### config.mk
export PLATFORM = sky130hd
export DESIGN_NAME = tlb_paging_lru_frames
export DESIGN_NICKNAME = d
export VERILOG_FILES = /design/src/rtl/tpl_pkg.sv /design/src/rtl/tlb_paging_lru_frames.sv
export VERILOG_INCLUDE_DIRS = /design/src /design/src/rtl
export SDC_FILE = /design/constraint.sdc
export NUM_CORES = 1
export LEC_CHECK = 0
export BUFFER_PORTS_ARGS = -buffer_cell sky130_fd_sc_hd__buf_2
export CAP_MARGIN = 40
export CORE_MARGIN = 2
export CORE_UTILIZATION = 51
export DETAILED_ROUTE_END_ITERATION = 12
export PLACE_DENSITY_LB_ADDON = 0.15
export SLEW_MARGIN = 20
export SYNTH_ARGS = -nofsm -noshare
export SYNTH_HDL_FRONTEND = slang
export SYNTH_SLANG_ARGS = --single-unit
### constraint.sdc
create_clock -name clk -period 25.7 [get_ports clk]
set_input_delay 2.57 -clock clk [delete_from_list [all_inputs] [get_ports clk]]
set_output_delay 2.57 -clock clk [all_outputs]
set_load 0.02 [all_outputs]
### src/rtl/tlb_paging_lru_frames_defines.svh
// Assertion macros for the paging translator
`ifndef TLB_PAGING_LRU_FRAMES_DEFINES_SVH
`define TLB_PAGING_LRU_FRAMES_DEFINES_SVH
// assert that a condition implies a consequence in the same cycle
`define TPL_ASSERT_IMP(lbl, ante, cons) \
  lbl: assert property (@(posedge clk) disable iff (rst) (ante) |-> (cons)) \
    else $error("check failed");
// assert that a condition implies a consequence in the following cycle
`define TPL_ASSERT_NEXT(lbl, ante, cons) \
  lbl: assert property (@(posedge clk) disable iff (rst) (ante) |=> (cons)) \
    else $error("check failed");
`endif

### src/rtl/tpl_pkg.sv
// Package: sizes, result codes and register indexes of the paging translator
`default_nettype none
package tpl_pkg;
  localparam int VPAGES = 256;
  localparam int FRAMES = 16;
  localparam int SLOTS  = 8;
  localparam int PW = $clog2(VPAGES);
  localparam int FW = $clog2(FRAMES);
  localparam int SW = $clog2(SLOTS);
  typedef enum logic [1:0] {
    OUT_TLB_HIT = 2'd0, OUT_TABLE_HIT = 2'd1, OUT_FAULT_FREE = 2'd2, OUT_FAULT_EVICT = 2'd3
  } outcome_t;
  localparam logic [0:0] REG_TLB_SIZE = 1'd0;
  localparam logic [0:0] REG_FRAMES   = 1'd1;
endpackage
`default_nettype wire

### src/rtl/tlb_paging_lru_frames.sv
// Top level: demand-paging translator with FIFO TLB and LRU frame replacement
// A page is held in the input register and its result is registered as it moves on.
// Throughput: one transaction per cycle unless stalled; all state for a page updates in the
// cycle the page leaves the input register, so the next page looks up the fresh state.
// Table hits match the page against each frame owner; a held result stalls the input.
// Reset (synchronous, active high) empties the table, frames and TLB and zeroes the count.
`default_nettype none
`include "tlb_paging_lru_frames_defines.svh"
module tlb_paging_lru_frames (
  input  wire logic        clk,
  input  wire logic        rst,
  input  wire logic        in_valid,
  output logic             in_stall,
  input  wire logic [7:0]  page,
  output logic             out_valid,
  input  wire logic        out_stall,
  output logic [3:0]       frame,
  output logic [1:0]       outcome,
  output logic [7:0]       evicted_page,
  output logic [15:0]      fault_count,
  input  wire logic        cfg_valid,
  output logic             cfg_ready,
  input  wire logic        cfg_index,
  input  wire logic [4:0]  cfg_data
);
  localparam int PW = tpl_pkg::PW;
  localparam int FW = tpl_pkg::FW;
  localparam int SW = tpl_pkg::SW;
  localparam int NF = tpl_pkg::FRAMES;
  localparam int NS = tpl_pkg::SLOTS;

  logic [3:0] tlb_size;
  logic [4:0] frames_in_use;
  logic [NF-1:0] owner_valid;
  logic [PW-1:0] frame_owner [NF];
  logic [FW-1:0] recency_rank [NF];
  logic [NS-1:0] tlb_valid;
  logic [PW-1:0] tlb_tag [NS];
  logic [FW-1:0] tlb_frame [NS];
  logic [SW-1:0] tlb_next_slot;
  logic [15:0]   fault_total;
  // input register stage
  logic          busy;
  logic [PW-1:0] pg;
  logic          advance;

  assign cfg_ready = 1'b1;
  // move the held page on unless the result register is full and stalled
  assign advance  = busy && !(out_valid && out_stall);
  assign in_stall = busy && out_valid && out_stall;

  // effective sizes, clamped
  logic [4:0] nt, nf;
  always_comb begin
    nt = (tlb_size == 4'd0) ? 5'd1 : ((tlb_size > 4'(NS)) ? 5'(NS) : {1'b0, tlb_size});
    nf = (frames_in_use == 5'd0) ? 5'd1 :
         ((frames_in_use > 5'(NF)) ? 5'(NF) : frames_in_use);
  end

  // lookup logic
  logic          hit;
  logic [FW-1:0] hit_frame;
  logic          tv;
  logic [FW-1:0] tbl_frame;
  logic          free_found;
  logic [FW-1:0] free_frame, victim;
  logic [FW-1:0] vrank;
  logic [FW-1:0] res_frame;
  tpl_pkg::outcome_t res_out;
  logic [PW-1:0] res_evict;
  logic [SW-1:0] ins_slot;
  always_comb begin
    hit = 1'b0; hit_frame = '0;
    for (int i = NS-1; i >= 0; i--)
      if (5'(i) < nt && tlb_valid[i] && tlb_tag[i] == pg) begin
        hit = 1'b1; hit_frame = tlb_frame[i];
      end
    // a page is mapped exactly when some occupied frame is owned by it
    tv = 1'b0; tbl_frame = '0;
    for (int i = NF-1; i >= 0; i--)
      if (owner_valid[i] && frame_owner[i] == pg) begin
        tv = 1'b1; tbl_frame = FW'(i);
      end
    free_found = 1'b0; free_frame = '0;
    for (int i = NF-1; i >= 0; i--)
      if (5'(i) < nf && !owner_valid[i]) begin
        free_found = 1'b1; free_frame = FW'(i);
      end
    victim = '0; vrank = recency_rank[0];
    for (int i = 1; i < NF; i++)
      if (5'(i) < nf && recency_rank[i] > vrank) begin
        victim = FW'(i); vrank = recency_rank[i];
      end
    res_evict = '0;
    if (hit) begin
      res_frame = hit_frame; res_out = tpl_pkg::OUT_TLB_HIT;
    end else if (tv) begin
      res_frame = tbl_frame; res_out = tpl_pkg::OUT_TABLE_HIT;
    end else if (free_found) begin
      res_frame = free_frame; res_out = tpl_pkg::OUT_FAULT_FREE;
    end else begin
      res_frame = victim; res_out = tpl_pkg::OUT_FAULT_EVICT;
      res_evict = frame_owner[victim];
    end
    ins_slot = (5'(tlb_next_slot) < nt) ? tlb_next_slot : '0;
  end

  // state update and result register
  always_ff @(posedge clk) begin
    if (rst) begin
      tlb_size <= 4'd8; frames_in_use <= 5'd16;
      owner_valid <= '0; tlb_valid <= '0; tlb_next_slot <= '0;
      fault_total <= '0; busy <= 1'b0; out_valid <= 1'b0;
      for (int i = 0; i < NF; i++) recency_rank[i] <= '0;
    end else begin
      if (cfg_valid && cfg_ready) begin
        if (cfg_index == tpl_pkg::REG_TLB_SIZE) tlb_size <= cfg_data[3:0];
        else frames_in_use <= cfg_data;
      end
      if (in_valid && !in_stall) begin
        busy <= 1'b1; pg <= page;
      end else if (advance) begin
        busy <= 1'b0;
      end
      if (advance) out_valid <= 1'b1;
      else if (out_valid && !out_stall) out_valid <= 1'b0;
      if (advance) begin
        frame <= res_frame; outcome <= res_out;
        evicted_page <= res_evict;
        if (!hit) begin
          tlb_valid[ins_slot] <= 1'b1; tlb_tag[ins_slot] <= pg;
          tlb_frame[ins_slot] <= res_frame;
          tlb_next_slot <= (5'(ins_slot) + 5'd1 >= nt) ? '0 : ins_slot + SW'(1);
        end
        if (!hit && !tv) begin
          fault_count <= (fault_total != 16'hFFFF) ? fault_total + 16'd1 : fault_total;
          if (fault_total != 16'hFFFF) fault_total <= fault_total + 16'd1;
          // the new owner takes the frame, replacing the evicted page's mapping on an eviction
          frame_owner[res_frame] <= pg;
          if (!free_found) begin
            for (int i = 0; i < NS; i++)
              if (tlb_valid[i] && tlb_tag[i] == res_evict && SW'(i) != ins_slot)
                tlb_valid[i] <= 1'b0;
          end
        end else begin
          fault_count <= fault_total;
        end
        // recency ranks
        for (int g = 0; g < NF; g++) begin
          if (FW'(g) == res_frame) recency_rank[g] <= '0;
          else if (res_out == tpl_pkg::OUT_FAULT_FREE) begin
            if (owner_valid[g] && recency_rank[g] < FW'(NF-1))
              recency_rank[g] <= recency_rank[g] + FW'(1);
          end else if (owner_valid[g] && recency_rank[g] < recency_rank[res_frame])
            recency_rank[g] <= recency_rank[g] + FW'(1);
        end
        if (res_out == tpl_pkg::OUT_FAULT_FREE) owner_valid[res_frame] <= 1'b1;
      end
    end
  end

  // an accepted transaction sets busy in the next cycle, and busy is followed by a valid result
  `TPL_ASSERT_NEXT(a_result_follows, in_valid && !in_stall, busy)
  `TPL_ASSERT_NEXT(a_busy_delivers, busy, out_valid)
  `TPL_ASSERT_IMP(a_evict_zero, out_valid && outcome != tpl_pkg::OUT_FAULT_EVICT,
                  evicted_page == 8'd0)
endmodule
`default_nettype wire

==> reports/qor.txt, run 1 <==
Status = finished, violations left
Failing checks = negative setup slack
CTS tree = built
HP Start = fault_total[15]
Starting density of the core = 0.516
Mean post-synth cell area = 9.98 µm²
TritonCTS Buffers = 42
Most frequent cells in the layout = edfxtp_1 (326), buf_4 (278), nor2_1 (183), nand2_1 (168), xnor2_1 (156)
Largest family of logic cells by synthesized area = simple AND/OR/NAND/NOR gates
Clock buffer depth = 3
Yosys top cell area share = 0.389
Design area = 31800 µm²
Max-Cap Viols = 0
Sequential share of the synthesized area = 0.432
Row cnt = 81
Clock Pin Slew Worst Setup and Hold Paths = 60 ps
Wire length of the first global-routing pass = 126000 µm
Async SR Flop Fraction = 0
Slowest-stage cell, CP = a2111o_1
Post-Synth XOR/XNOR Area = 0.108
CP Launch Type = flop
Final GP Congestion = 0.967
Iteration-0 DRC Markers = 2249
Layout area overhead = 26.3%
Worst-Margin Slew = 1040 ps
I/O pins = 52
Slew Limit Fails = 0
Vias in the first global route = 21.3k
Clock insertion delay at the later pin of the skew report = 590 ps
H-tree lvl count = 2
Mapped Cells = 2524
Final net count = 2975
Post-synth EDFFs = 326
Global Route Usage Sum = 0.322
Post-Synth Simple-Gate Area = 0.166
Area share of fa/ha/maj cells after synthesis = 0.0641
Required @ worst endpoint = 25990 ps
Core footprint = 48800 µm²
Buffers on Ports = 50
Worst Path Arrival = 26460 ps
Top_reg_cell synth = edfxtp_1
Die area = 51200 µm²
Clk sinks = 380
Synth area leader = edfxtp_1
DRC = 0
Crit path from = recency_rank[1][1]
Post-synthesis compound-gate area fraction = 0.153
Drt pass-1 iters = 5
Slew margin rel. = 0.306
CTS hold repair buffers = 0
Avg WL per Cell = 24.1 µm
Die height = 226 µm
Vias = 22.3k
Met3 WL = 6790 µm
Setup crit end kind = flop
Wire length on met2 = 39600 µm
Wl on met1 = 34700 µm
Unique cell type count in the Yosys netlist = 106
Via density = 6.32
Mapped Nets = 2668
Reg2Reg Launch Point = recency_rank[1][1]
Critical Path Fanout Max = 8
Yosys Warn Count = 0
Critical path class = flop to flop
Post-synthesis mux area share = 0.0405
Commonest non-fill, non-tap cell in the layout = edfxtp_1
Highest routed layer = met4
Congestion Overflow GR = 0
RSZ-0062 raised after global routing = true
HPWL Detailed = 58100 µm
FF+latch count, synth = 380
Worst Slack Setup Final = -462 ps
Final setup violation count = 127
Setup TNS = -36490 ps
Post-Synthesis Cell Area = 25200 µm²
Critical Path Max Stage Delay = 440 ps
DRT antenna net count = 0
Antenna Cells = 0
Top post-synthesis cells by area = edfxtp_1 (39%), ha_1 (6.2%), xnor2_1 (5.5%)
CTS root buffer = clkbuf_16
Minimum clock period after layout = 26160 ps
Largest net degree at the start of global routing = 67
Placed inst area = 27600 µm²
Die width = 226 µm
Initial antenna violation count = 1
Fin. Hold Viols = 0
Proportion of layout cells with a drive suffix above 1 = 0.271
Layout Skew = 26.3 ps
Final WL = 84900 µm
Hold Crit Class = flop to flop
Period utilisation layout = 1.02
Fmax = 38.2 MHz
through the flow:
| step | setup slack [ps] | std cells | hold WS (ps) | util |
|---|---|---|---|---|
| final | -462 | 3528 | 485 | 0.651 |
| after global routing | -1590 | 3528 | 516 | 0.651 |
| after CTS | 11.0 | 3461 | 478 | 0.617 |
| after detailed placement | -1180 | 3292 | 464 | 0.566 |
| after global placement | -243 | 3281 | 460 | 0.563 |
| after floorplan | -369 | 2524 | 445 | - |
state kept, by name, indices dropped and copies added (netlist names), 8 cells and up:
| signal | flops |
|---|---|
| pg | 8 |
| tlb_frame | 32 |
| fault_count | 16 |
| tlb_tag | 64 |
| frame_owner | 128 |
| owner_valid | 16 |
| recency_rank | 64 |
| tlb_valid | 8 |
| evicted_page | 8 |
| fault_total | 16 |
worst max-delay path: cells and delay by family (launching register included):
| family | cells | cell delay [ps] |
|---|---|---|
| adder cells (fa/ha/maj) | 18 | 4140 |
| multiplexers | 15 | 3840 |
| AO/OA/AOI/OAI | 55 | 10490 |
| buffers and inverters | 14 | 1320 |
| flip-flops | 1 | 430 |
| AND/OR/NAND/NOR | 35 | 5600 |
final timing paths:
check | slack, ps | end | cells after the start
setup reg to reg | -460 | recency_rank[5][3] | 137
setup / recovery | -460 | recency_rank[5][3] | 137
hold / removal | 480 | fault_total[15] | 2
hold reg to reg | 480 | fault_total[15] | 2
synth_stat cells, types with 14 or more instances:
master,n
or3_1,22
a31oi_1,30
buf_1,17
o31ai_1,20
nor4_1,35
a21o_1,23
o21a_1,23
nor3_1,88
o2111ai_1,19
a21oi_1,105
mux2i_1,67
xor2_1,154
a211oi_1,27
o211ai_1,44
a21boi_0,24
nand3_1,125
nor2_1,198
nand4_1,40
clkbuf_1,72
xnor2_1,158
mux2_2,26
ha_1,125
o21ai_0,85
nand2_1,182
inv_1,105
nor2b_1,14
and3_1,41
buf_2,16
dfxtp_1,54
edfxtp_1,326
per-layer routing:
| metal | track usage | up-vias |
|---|---|---|
| met3 | 0.0462 | 263 |
| met1 | 0.436 | 10900 |
| met4 | 0.134 | 0 |
| met5 | 0 | - |
| li1 | - | 10000 |
| met2 | 0.519 | 1080 |
cell type report:
cell class | instances | area, µm²
fill | 3867 | 17000
multi-input combinational | 1926 | 15400
sequential | 380 | 10900
timing repair buffer | 375 | 2990
clock buffer | 50 | 1110
tap | 664 | 831
inverter | 106 | 403
clock inverter | 27 | 205
kinds of logic (layout without fill, tap and decap cells):
kind of cell | count (synthesis) | in the layout
xor gates and xnor gates | 312 | 312
AOI/OAI and AO/OA | 544 | 546
adders and majority gates | 130 | 130
muxes | 97 | 97
buffers and inverters | 223 | 558
DFF | 380 | 380
other | 1 | 1
and+or+nand+nor | 837 | 840
timing repair:
action                     CTS  global route
setup endpoints to repair  273           315
setup buffers               90            62
pin swaps                   89           162
resized for setup           82           218
gates cloned                 4             4
Power of run 1 is left out: the tool's default activity adds up to more than one toggle a clock period on the data nets, which glitch-free logic cannot reach.
==> inputs of run 2 (changes only) <==
--- a/config.mk
+++ b/config.mk
@@ -9,8 +9,9 @@
 export BUFFER_PORTS_ARGS = -buffer_cell sky130_fd_sc_hd__buf_2
 export CAP_MARGIN = 40
 export CORE_MARGIN = 2
-export CORE_UTILIZATION = 51
+export CORE_UTILIZATION = 40
 export DETAILED_ROUTE_END_ITERATION = 12
+export GPL_TIMING_DRIVEN = 0
 export PLACE_DENSITY_LB_ADDON = 0.15
 export SLEW_MARGIN = 20
 export SYNTH_ARGS = -nofsm -noshare
==> run 2 against run 1 <==
  * The run still ends with negative setup slack left
  * Routed wire length increased by 12%
  * Count of clock-buffer cells in the layout increased by 9
  * Die area is 27% higher
  * Final area is 1.7% higher
  * Non-clock buffer count is 44 higher
  * Core utilization down 13 points
  * Critical endpoint is now recency_rank[7][1]
  * Register-to-register slack got worse by 820 ps
  * Flip-flop and latch count did not move
  * Global-route usage fell by 3.5 points
  * Clock skew is 8.5 ps higher
  * Sequential share of layout area down 0.57 points
  * Final cell count grew 6.1%
==> reports/qor.txt, run 2 (synthesized netlist as in run 1, its figures left out) <==
Status = finished, violations left
Failing checks = negative setup slack
Setup crit end kind = flop
Drt pass-1 iters = 5 (unchanged)
Crit path max-delay family = compound AO/OA/AOI/OAI gates
Antenna Cells = 0 (unchanged)
Core footprint = 61900 µm² (+27%)
Layout Skew = 34.8 ps (+8.49 ps)
HPWL Detailed = 69700 µm (+20%)
Vias in the first global route = 22.0k (+3.0%)
Avg WL per Cell = 25.5 µm (+5.7%)
DRC = 0 (unchanged)
Wire length of the first global-routing pass = 139000 µm (+10%)
M2 GR Usage = 0.462 (-0.0567)
Die width = 255 µm (+13%)
Cells after DPL = 3460 (+5.1%)
Most frequent cells in the layout = edfxtp_1 (326), buf_4 (191), nor2_1 (172), nand2_1 (171), xnor2_1 (158)
Cell Count, Final, Fillers Out = 3744 (+6.1%)
CP Buf/Inv Count = 19 (+5)
Clock buffer depth = 3 (unchanged)
Most frequent CP cell = ha_4
Fmax = 37.1 MHz (-3.0%)
H-tree lvl count = 2 (unchanged)
Final setup violation count = 187 (+47%)
Largest regs = frame_owner: 128 flops, recency_rank: 64 flops, tlb_tag: 64 flops
Row cnt = 91 (+12%)
Hold Crit Class = flop to flop
RSZ-0062 raised after global routing = true
# fillers = 5561 (+44%)
HP Start = fault_total[14]
Proportion of layout cells with a drive suffix above 1 = 0.266 (-0.00539)
Clock insertion delay at the later pin of the skew report = 610 ps (+20 ps)
Largest net degree at the start of global routing = 30 (-55%)
Vias = 22.5k (+1.1%)
Clk sinks = 380 (unchanged)
I/O pins = 52 (unchanged)
Final GP Congestion = 0.930 (-3.8%)
CP Launch Type = flop
Register Area = 10900 µm² (unchanged)
Required @ worst endpoint = 26000 ps (about the same)
Max FFs per register = 128 (unchanged)
Commonest non-fill, non-tap cell in the layout = edfxtp_1
Global Route Usage Sum = 0.287 (-0.0352)
Layout area overhead = 28.4%
Final net count = 3016 (+1.4%)
Worst Path Arrival = 27280 ps (+820 ps)
Gr busiest metal = met2
Biggest register = frame_owner
Critical Path Fanout Max = 7 (-1)
Iteration-0 DRC Markers = 2316 (+3.0%)
Minimum clock period after layout = 26980 ps (+816 ps)
Via density = 6.02 (-4.7%)
Crit path from = recency_rank[1][1]
Global Route met3 Usage = 0.0410 (-0.00520)
Slowest-stage cell, CP = a221o_2
M1 GR Usage = 0.388 (-0.0488)
Slew Limit Fails = 0 (unchanged)
Worst-Margin Slew = 1200 ps (+161 ps)
Initial antenna violation count = 0 (-1)
Slew margin rel. = 0.200 (-0.107)
Footprint of the multi-input gates = 15400 µm² (+0.15%)
Die area = 65000 µm² (+27%)
Die height = 255 µm (+13%)
Critical path class = flop to flop
Critical Path Max Stage Delay = 460 ps (+20 ps)
Buffers on Ports = 50 (unchanged)
Starting density of the core = 0.407 (-0.109)
Reg2Reg Launch Point = recency_rank[1][1]
CTS tree = built
Congestion Overflow GR = 0 (unchanged)
Fin. Hold Viols = 0 (unchanged)
CTS root buffer = clkbuf_16
Period utilisation layout = 1.05 (+0.0318)
Max-Cap Viols = 0 (unchanged)
Clock Pin Slew Worst Setup and Hold Paths = 60 ps (about the same)
DRT antenna net count = 0 (unchanged)
Final WL = 95300 µm (+12%)
Worst Slack Setup Final = -1280 ps (-816 ps)
TritonCTS Buffers = 43 (+2.4%)
==> run 2: changes by cell type in the layout (fill, tap and decap cells not counted), moves of 7 or more <==
cell	delta
clkbuf_8	+7
buf_1	+13
buf_8	+13
clkbuf_1	+63
nor3_1	-10
buf_2	+16
nor3_2	+8
buf_4	-87
nor2_1	-11
buf_6	+22
==> run 2: timing repair <==
action | CTS | global route
pin swaps | 149 | 105
cloned | 1 | 2
resized for setup | 193 | 150
endpoints found under the setup margin | 324 | 324
hold buffers | 0 | 0
setup buffers | 155 | 48
==> run 2: per-layer routing <==
metal,wire [µm],share of wire,up-vias
li1,-,-,10100
met4,4380,0.046,0
met3,6670,0.070,229
met2,43700,0.46,907
met1,40500,0.43,11300
met5,0,0,-
==> run 2: layout make-up <==
type,count,share of cell area
buffer,112,0.0188
inverter,106,0.0128
clock buffer,59,0.0376
timing repair buffer,307,0.0787
multi-input combinational,1922,0.477
clock inverter,21,0.00727
tap,837,0.0324
sequential,380,0.336
==> run 2: worst reg2reg max path, delay by kind of cell, from the launching register on <==
family	cells	cell delay [ps]
buffers and inverters	19	1920
adders and majority gates	18	4080
and+or+nand+nor	36	5870
DFF	1	440
muxes	19	5220
AOI/OAI and AO/OA	51	9160
==> run 2: worst paths after layout <==
kind                   endpoint  slack, ps  cells after the start
max          recency_rank[7][1]      -1280                    143
min             fault_total[14]        470                      2
max reg2reg  recency_rank[7][1]      -1280                    143
min reg2reg     fault_total[14]        470                      2
==> run 2: metrics by stage <==
step                      setup slack, ps  utilization  hold WS [ps]  instance area, µm²   TNS, ps
after CTS                            -992        0.504           470               31200   -110020
after detailed placement            -4680        0.447           463               27700  -1186280
after global routing                -2260        0.522           501               32400   -419570
after floorplan                      -369            -           445               25700    -18590
after global placement              -4190        0.436           457               27000  -1083120
final                               -1280        0.522           471               32400   -148370
Power of run 2 is left out for the same reason.
